$ cat src/onb_pkg.sv
// Shared types and constants for the Oren-Nayar reflectance pipeline.
// No dependencies; every other file imports this package.
package onb_pkg;

   typedef struct packed {
      logic signed [15:0] light_x;
      logic signed [15:0] light_y;
      logic signed [15:0] light_z;
      logic signed [15:0] eye_x;
      logic signed [15:0] eye_y;
      logic signed [15:0] eye_z;
      logic        [15:0] roughness;
      logic signed [15:0] albedo_red;
      logic signed [15:0] albedo_green;
      logic signed [15:0] albedo_blue;
      logic               from_light;
   } req_type;

   typedef struct packed {
      logic [15:0] refl_red;
      logic [15:0] refl_green;
      logic [15:0] refl_blue;
      logic [15:0] direct_pdf;
      logic [15:0] reverse_pdf;
   } rsp_type;

   // A/B divider: remainder width and quotient bits
   localparam int AB_DEN_W = 37;
   localparam int AB_Q_W   = 27;
   // azimuth divider: dividend and divisor widths
   localparam int AZ_NUM_W = 58;
   localparam int AZ_DEN_W = 16;
   // bracket term width and per-channel output latency
   localparam int BRK_W    = 46;
   localparam int CHAN_LAT = 4;

   localparam logic [32:0] K_C033_Q24  = 33'd5536481;
   localparam logic [32:0] K_C009_Q24  = 33'd1509949;
   localparam logic [28:0] K_ONE_Q28   = 29'h1000_0000;
   localparam logic [31:0] K_INVPI_Q32 = 32'd1367130551;
   // z*z at most 2^30 - 11 keeps sin(theta) above 1e-4
   localparam logic [30:0] K_ZZ_MAX    = 31'd1073741813;
   localparam logic [12:0] K_ALB_ONE   = 13'd4096;

endpackage

$ cat src/onb_chan.sv
// One colour channel: bracket times albedo, then times 1/pi, in four register stages.
// The 1/pi product keeps only its low 64 bits, as a 64-bit datapath would. Uses onb_pkg.
module onb_chan import onb_pkg::*; (
   input  logic             clock,
   input  logic [BRK_W-1:0] bracket,
   input  logic [12:0]      alb,
   output logic [11:0]      refl
);

   logic [35:0] ph_ff, pl_ff;
   logic [35:0] x_ff;
   logic [49:0] pp0_ff, pp1_ff;
   logic [63:0] sum;
   logic [11:0] y_ff;

   assign sum = 64'(pp0_ff) + {pp1_ff[45:0], 18'b0};

   always_ff @(posedge clock) begin
      // split bracket in halves; the low half only feeds bits above the shift
      ph_ff  <= bracket[45:23] * alb;
      pl_ff  <= bracket[22:0] * alb;
      x_ff   <= ph_ff + 36'(pl_ff[35:23]);
      pp0_ff <= x_ff[17:0] * K_INVPI_Q32;
      pp1_ff <= x_ff[35:18] * K_INVPI_Q32;
      y_ff   <= sum[63:52];
   end

   assign refl = y_ff;

endmodule

$ cat config.mk
export PLATFORM = sky130hd
export DESIGN_NAME = onb_chan
export DESIGN_NICKNAME = d
export VERILOG_FILES = /design/src/onb_pkg.sv /design/src/onb_chan.sv
export SDC_FILE = /design/constraint.sdc
export NUM_CORES = 2
export LEC_CHECK = 0
export BUFFER_PORTS_ARGS = -buffer_cell sky130_fd_sc_hd__clkbuf_2
export CELL_PAD_IN_SITES_DETAIL_PLACEMENT = 1
export CELL_PAD_IN_SITES_GLOBAL_PLACEMENT = 1
export CORE_MARGIN = 10
export CORE_UTILIZATION = 49
export DETAILED_ROUTE_END_ITERATION = 16
export PLACE_DENSITY = 0.88
export SETUP_SLACK_MARGIN = 0.05
export SYNTH_ARGS = -nofsm -noshare
export SYNTH_HDL_FRONTEND = slang
export SYNTH_SLANG_ARGS = --single-unit
$ cat constraint.sdc
create_clock -name clock -period 9.8 [get_ports clock]
set_clock_uncertainty 0.1 [all_clocks]
set_input_delay 0.49 -clock clock [delete_from_list [all_inputs] [get_ports clock]]
set_output_delay 0.49 -clock clock [all_outputs]
set_load 0.1 [all_outputs]
==> flow_summary.toml <==
[sta]
worstMarginPinSlew_ps = 1240
drv_slew = 0
hold_viol_final = 0
fmax_mhz = 144
final-setup-viol-count = 0
period_minus_slack_ps = 6920
hold_ws_ps = 332
worst_slew_margin_rel_pct = 17.3
rsz0062_at_grt = "false"
min_period_over_period_pct = 70.6
tns_ps = 0

[finish]
design_area_mm2 = 0.0432
areaGrowthSynthToFinish_pct = 4.46
drive_above_1_share_pct = 3.26
final_common_cell = "inv_1"
final_nets = 5854
fillers = 9621
most-common-layout-cells = "inv_1, fa_1, ha_1, nand2_1, and2_1"
stdcell_count = 5464

[global_route]
grt_pass1_vias = 37000
grt-ovfl-total = 0
antenna_found_initial = 2
grt_usage_pct = 27.5
grt_pass1_wl_mm = 206
grt_max_degree = 47

[routing]
drt_iter0_markers = 2317
num_vias = 30900
drt_wl_total_mm = 129
wl_per_cell_um = 23.6
via_per_inst = 5.65
drc = 0
dr.pass1.iters = 5
ant_nets = 0

[place]
gp_congestion = 0.943
io_buffers = 71
place.detailed.hpwl_mm = 105
post-place-cells = 5430
placed_cell_area_mm2 = 0.0426

[yosys]
yosys_warnings = 0
synth_flop_cell = "dfxtp_1"
syn_area_mm2 = 0.0413
ys_ff_latch = 174
netlist_instances = 4400
synth-edff-count = 0
seq_area_frac_synth_pct = 8.43
yosysUniqueCellTypes = 75
synthesis.nets = 5885
avgSynthCellArea_um2 = 9.39
async_flop_share_pct = 0

[floorplanning]
initial_core_util_pct = 49.4
io_pins = 72
die_x_um = 310
core_mm2 = 0.0836
die_h_um = 310
num_rows = 106
dieArea_mm2 = 0.0963

[clock_network]
clk_path_buf_depth = 2
post_cts.repair.setup_buffers = 0
clk_pin_slew_ps = 70
cts_tree = "yes"
ctsResizeCount = 0
cts-root-buf = "clkbuf_16"
htreeDepth = 4
cts.sinks = 174
holdBufCountCts = 0
clock_latency_ps = 460
numCtsBuffers = 17

[hold_path]
hp-class = "flop to flop"
min-delay-start = "ph_ff[35]"
hold_depth = 1
holdPathEnd = "x_ff[35]"

[critical_path]
r2r_end = "pp1_ff[45]"
critPathMaxFanout = 7
r2r_start = "x_ff[28]"
cp.required_ps = 10020
endpoint_kind = "flop"
r2r_cells = 20
cp-startpoint = "x_ff[28]"
path_class = "flop to flop"
cp-start-kind = "flop"
cp.arrival_ps = 7140
rrSetupSlack_ps = 2880

[flow_run]
drv_cap = 0

[outcome]
outcome = "finished, final reports clean"
## sequential cells by signal, indices dropped and copies added, names as in the netlist
register  flops
pp0_ff       31
pl_ff        13
pp1_ff       46
refl         12
ph_ff        36
x_ff         36
## worst max path at each step
| stage | depth (start not counted) | to |
|---|---|---|
| floorplan | 22 | ph_ff[34] |
| global placement | 21 | ph_ff[34] |
| detailed placement | 20 | pl_ff[35] |
| CTS | 20 | pp1_ff[45] |
| global route | 20 | pp1_ff[45] |
| finish | 20 | pp1_ff[45] |
## layer usage
metal / track usage, % / up-vias / wire length, µm
met5: 0 / - / 0
met4: 12.7 / 0 / 6290
met3: 3.79 / 424 / 7250
met2: 48.6 / 1243 / 64900
met1: 32.7 / 16000 / 50400
li1: - / 13200 / -
## worst max-delay path, stage by stage (launching register included)
cell and delay (ps):
dfxtp_1 630, ha_1 500, inv_1 200, fa_1 630
inv_1 100, fa_1 540, inv_1 70, fa_1 470
fa_1 510, fa_1 510, inv_1 50, ha_1 360
a21oi_1 160, o21ai_0 230, or3_1 440, nor3_2 170
o21ai_1 140, nand2b_1 120, o21a_1 260, a31oi_1 150
a2111oi_1 440
## stage by stage
step / worst slack [ps] / utilization, %
after global routing: 2740 / 51.7
after floorplan: 3760 / -
after detailed placement: 2790 / 51.0
after CTS: 3060 / 51.6
after global placement: 3190 / 51.0
final: 2880 / 51.7
## cells in the mapped netlist, drive strengths merged, types with 7 or more instances
master,instances,share of area (%)
and2,235,3.6
fa,853,41
nor2b,16,0.24
nor2,73,0.66
and3,23,0.35
nand3,42,0.51
xor2,43,0.91
a21o,79,1.4
o21bai,15,0.27
clkbuf,125,1.1
inv,1161,11
o21a,19,0.35
a211oi,13,0.26
nand2b,11,0.17
dfxtp,174,8.4
a21oi,123,1.6
a31oi,10,0.19
o31ai,13,0.31
xnor2,110,2.3
nand2,456,4.1
ha,572,17
or3,7,0.11
o21ai,71,0.87
nand4,32,0.48
nor3,26,0.34
and4,12,0.25
## cell type report
type,instances,area [µm²],share of cell area (%)
timing repair buffer,79,415,0.963
sequential,174,3480,8.07
inverter,1161,4360,10.1
tap,1080,1350,3.13
clock inverter,12,126,0.293
multi-input combinational,2936,33000,76.4
antenna,2,5.00,0.0116
clock buffer,20,447,1.04
## logic make-up after synthesis
kind of cell / after synthesis / synth area share [%]
AO/OA/AOI/OAI: 404 / 6.71
XOR/XNOR: 153 / 3.24
adder cells (fa/ha/maj): 1425 / 58.7
buffers and inverters: 1290 / 11.8
flip-flops: 174 / 8.43
multiplexers: 1 / 0.0273
AND/OR/NAND/NOR: 953 / 11.2
Power is left out: the tool's default activity adds up to more than one toggle a clock period on the data nets, which glitch-free logic cannot reach.
