$ cat src/onb_pkg.sv
// Shared types and constants for the Oren-Nayar reflectance pipeline.
// No dependencies; every other file imports this package.
package onb_pkg;

   typedef struct packed {
      logic signed [15:0] light_x;
      logic signed [15:0] light_y;
      logic signed [15:0] light_z;
      logic signed [15:0] eye_x;
      logic signed [15:0] eye_y;
      logic signed [15:0] eye_z;
      logic        [15:0] roughness;
      logic signed [15:0] albedo_red;
      logic signed [15:0] albedo_green;
      logic signed [15:0] albedo_blue;
      logic               from_light;
   } req_type;

   typedef struct packed {
      logic [15:0] refl_red;
      logic [15:0] refl_green;
      logic [15:0] refl_blue;
      logic [15:0] direct_pdf;
      logic [15:0] reverse_pdf;
   } rsp_type;

   // A/B divider: remainder width and quotient bits
   localparam int AB_DEN_W = 37;
   localparam int AB_Q_W   = 27;
   // azimuth divider: dividend and divisor widths
   localparam int AZ_NUM_W = 58;
   localparam int AZ_DEN_W = 16;
   // bracket term width and per-channel output latency
   localparam int BRK_W    = 46;
   localparam int CHAN_LAT = 4;

   localparam logic [32:0] K_C033_Q24  = 33'd5536481;
   localparam logic [32:0] K_C009_Q24  = 33'd1509949;
   localparam logic [28:0] K_ONE_Q28   = 29'h1000_0000;
   localparam logic [31:0] K_INVPI_Q32 = 32'd1367130551;
   // z*z at most 2^30 - 11 keeps sin(theta) above 1e-4
   localparam logic [30:0] K_ZZ_MAX    = 31'd1073741813;
   localparam logic [12:0] K_ALB_ONE   = 13'd4096;

endpackage

$ cat src/onb_div_ab.sv
// Pipelined restoring divider for the A and B roughness terms, one quotient bit per stage.
// The dividend's low AB_Q_W bits are zero; num_hi is the part above them. Uses onb_pkg.
module onb_div_ab import onb_pkg::*; (
   input  logic                clock,
   input  logic [AB_DEN_W-1:0] num_hi,
   input  logic [AB_DEN_W-1:0] den,
   output logic [AB_Q_W-1:0]   quo
);

   logic [AB_DEN_W-1:0] rem_ff [AB_Q_W];
   logic [AB_DEN_W-1:0] den_ff [AB_Q_W];
   logic [AB_Q_W-1:0]   quo_ff [AB_Q_W];
   logic [AB_DEN_W-1:0] rem_in [AB_Q_W];
   logic [AB_DEN_W-1:0] den_in [AB_Q_W];
   logic [AB_Q_W-1:0]   quo_in [AB_Q_W];
   logic [AB_DEN_W:0]   trial  [AB_Q_W];
   logic [AB_DEN_W:0]   diff   [AB_Q_W];
   logic [AB_Q_W-1:0]   qout_in;
   logic [AB_Q_W-1:0]   qout_ff;

   always_comb begin
      rem_in[0] = num_hi;
      den_in[0] = den;
      quo_in[0] = '0;
      qout_in   = '0;
      for (int k = 0; k < AB_Q_W; k++) begin
         trial[k] = {rem_ff[k], 1'b0};
         diff[k]  = trial[k] - {1'b0, den_ff[k]};
      end
      for (int k = 1; k < AB_Q_W; k++) begin
         den_in[k] = den_ff[k-1];
         if (trial[k-1] >= {1'b0, den_ff[k-1]}) begin
            rem_in[k] = diff[k-1][AB_DEN_W-1:0];
            quo_in[k] = {quo_ff[k-1][AB_Q_W-2:0], 1'b1};
         end else begin
            rem_in[k] = trial[k-1][AB_DEN_W-1:0];
            quo_in[k] = {quo_ff[k-1][AB_Q_W-2:0], 1'b0};
         end
      end
      qout_in = {quo_ff[AB_Q_W-1][AB_Q_W-2:0],
                 trial[AB_Q_W-1] >= {1'b0, den_ff[AB_Q_W-1]}};
   end

   always_ff @(posedge clock) begin
      for (int k = 0; k < AB_Q_W; k++) begin
         rem_ff[k] <= rem_in[k];
         den_ff[k] <= den_in[k];
         quo_ff[k] <= quo_in[k];
      end
      qout_ff <= qout_in;
   end

   assign quo = qout_ff;

endmodule

$ cat config.mk
export PLATFORM = sky130hd
export DESIGN_NAME = onb_div_ab
export DESIGN_NICKNAME = d
export VERILOG_FILES = /design/src/onb_pkg.sv /design/src/onb_div_ab.sv
export SDC_FILE = /design/constraint.sdc
export NUM_CORES = 2
export LEC_CHECK = 0
export BUFFER_PORTS_ARGS = -buffer_cell sky130_fd_sc_hd__buf_4
export CAP_MARGIN = 15
export CORE_UTILIZATION = 60
export CTS_CLUSTER_SIZE = 12
export DETAILED_ROUTE_END_ITERATION = 12
export PLACE_DENSITY_LB_ADDON = 0.2
export REMOVE_ABC_BUFFERS = 1
export SKIP_CTS_REPAIR_TIMING = 1
export SYNTH_ARGS = -nofsm -noshare
export SYNTH_HDL_FRONTEND = slang
export SYNTH_SLANG_ARGS = --single-unit
$ cat constraint.sdc
create_clock -name clock -period 4 [get_ports clock]
set_clock_uncertainty 0.15 [all_clocks]
set_input_delay 0.2 -clock clock [delete_from_list [all_inputs] [get_ports clock]]
set_output_delay 0.2 -clock clock [all_outputs]
set_load 0.02 [all_outputs]
==> run metrics <==
status=finished, final reports clean; via count=88,400; end of the critical path=rem_ff[0][460]$_DFF_P_; Max Freq=0.255 GHz; Worst-path clk slew=0.06 ns; HPWL Detailed=223,000 um; Die X=435 um; pin count of the biggest net entering global routing=63; wire length per cell=18.9 um; num rows=158; CTS buffer count=239; I/O Pins=102; Synth area leader=dfxtp_1; CP startpoint=den_ff[0][422]$_DFF_P_; Slew HR=0.369; Max-Cap Viols=0; H-tree depth=4; grt ovf=0; Initial DRT Pass Iterations=8; Synth Register Bits=2,376; share of flip-flops with an asynchronous set or reset=0; Arr. time, crit path=4.58 ns; area delta synth->final=11.9%; Die Area=0.190 sq mm; Pins Over Slew Limit=0; WP data required=4.66 ns; ANT nets after route=0; worst min-delay path class=register to register; Synth Cell Area=0.113 sq mm; Reg2Reg Depth=14; Core ar.=0.186 sq mm; Nets=13,900; commonest non-fill, non-tap cell in the layout=dfxtp_1; CP max FO=49; Final Hold Vio Count=0; layout cell share with drive strength beyond 1=0.0840; final worst-path cycle share=0.981; register area share after synthesis=0.422; RR Startpoint=den_ff[0][422]$_DFF_P_; CP Capture Type=register; crit start category=register; Setup TNS=0 ns; Final Wtd Congestion=0.958; worst skew pair latency=0.89 ns; Synth top area share=0.422; DRT Wirelength=291,000 um; utilization after layout=0.678; routed vias/inst=5.73; synthesized area per cell=9.06 sq um; clk sink count=2,376; synth warn=0; pre-CTS setup slack=0.000656 ns; Mapped Cells=12,400; vias in the first global route=84,200; PortBufs=101; Tightest Pin Transition=0.923 ns; EDFF count, synth=0; critical path type=register to register; CTS tree=yes; Fill cells=14,900; first-pass GRT wire length=451,000 um; Power Density=953 mW/mm^2; synth top area cells=dfxtp_1, ha_1, a21oi_1; initial antenna violation count=13; post-synthesis cell type count=113; capturing point of the worst reg2reg path=rem_ff[0][460]$_DFF_P_; drt drc=0; reg-to-reg setup timing slack=0.08 ns; most frequent cells in the layout=dfxtp_1, inv_1, a21oi_1, ha_1, nand2_1; Initial Utilization=0.606; GR Util All Layers=0.292; leak pwr=58.9 nW; root buf cell=clkbuf_16; final hold slack=0.138 ns; DRT iter0 DRCs=7,567; minimum clock period=3.92 ns; setup ws final=0.0773 ns; # setup viols final=0; Die Y=435 um; Peak supply drop=0.000611 V; clock buffer depth=3; Synth Flop Type=dfxtp_1
cells in the mapped netlist, drive strengths merged, types with 39 or more instances:
cell type / n
mux2: 288
a21oi: 1155
a211oi: 69
o21ai: 851
nand2b: 128
o31ai: 78
nand4: 154
o21bai: 129
o211ai: 42
xnor2: 480
xor2: 338
ha: 998
clkbuf: 254
nand2: 880
and2: 62
a31oi: 123
a21o: 557
or2: 40
inv: 1249
o31a: 39
buf: 103
nor2: 795
nand3: 194
nor3: 120
nor2b: 137
o21a: 133
and3: 101
dfxtp: 2376
worst max-delay path, cell delays in order, from the launching register on:
cell and delay [ns]:
dfxtp_1 0.38, inv_1 0.06, ha_1 0.38, nand2_1 0.12, o21ai_0 0.38, a31oi_1 0.15, a2111oi_0 0.69, buf_4 0.24
nor3_1 0.06, a21oi_1 0.25, a31o_2 0.25, a21oi_4 0.08, buf_12 0.19, o21ai_0 0.28, buf_4 0.16
routing by layer:
metal	GRT usage	share of wire	vias up	wire length, um
li1	-	-	43800	-
met1	0.408	0.46	41300	134000
met2	0.469	0.45	2684	131000
met3	0.0456	0.064	565	18500
met4	0.0802	0.027	8	7960
met5	0	0.00021	-	61
area by class of cell:
cell class	instances	area [sq um]	share of cell area
multi-input cells	8467	59100	0.469
flip-flops and latches	2376	47600	0.377
clock buffers	332	6670	0.0529
inverters	1249	4690	0.0372
repair buffers	460	4090	0.0325
well taps	2480	3100	0.0246
clock inverters	58	876	0.00694
diodes	5	12.5	0.0000992
kinds of logic after synthesis:
logic type                 Yosys count  synth area share
and+or+nand+nor                   2776             0.115
adders and majority gates         1024             0.115
buffers and inverters             1606            0.0555
AOI/OAI and AO/OA                 3543             0.198
muxes                              305            0.0305
DFF                               2376             0.422
xor gates and xnor gates           818            0.0636
sequential cells by signal, indices dropped and copies added (netlist names):
| register | cells |
|---|---|
| den_ff | 999 |
| quo | 27 |
| quo_ff | 351 |
| rem_ff | 999 |
worst min path at each step:
stage                                    start                     to  slack (ns)  cells after the start
after floorplan                         den[0]   den_ff[0][0]$_DFF_P_        0.08                      0
after global routing      quo_ff[2][1]$_DFF_P_   quo_ff[3][2]$_DFF_P_        0.14                      0
final                     quo_ff[2][0]$_DFF_P_   quo_ff[3][1]$_DFF_P_        0.14                      0
after CTS                               den[1]   den_ff[0][1]$_DFF_P_       -0.80                      1
after global placement               num_hi[7]   rem_ff[0][7]$_DFF_P_        0.16                      1
after detailed placement               den[15]  den_ff[0][15]$_DFF_P_        0.16                      1
report_power, final:
part	internal (mW)	total [mW]	switching (mW)	leakage (nW)
Sequential	31.8	36.8	4.95	20.0
Clock	12.3	21.5	9.22	3.66
Combinational	27.3	62.0	34.7	35.2
per-stage QoR:
step | power, mW | cells | cell area [sq um]
detailed placement | 97.2 | 14900 | 117000
CTS | 119 | 15300 | 124000
finish | 120 | 15400 | 126000
global placement | 96.1 | 14900 | 117000
global route | 129 | 15400 | 126000
floorplan | 80.8 | 12100 | 111000
Power figures use the tool's default switching activity.
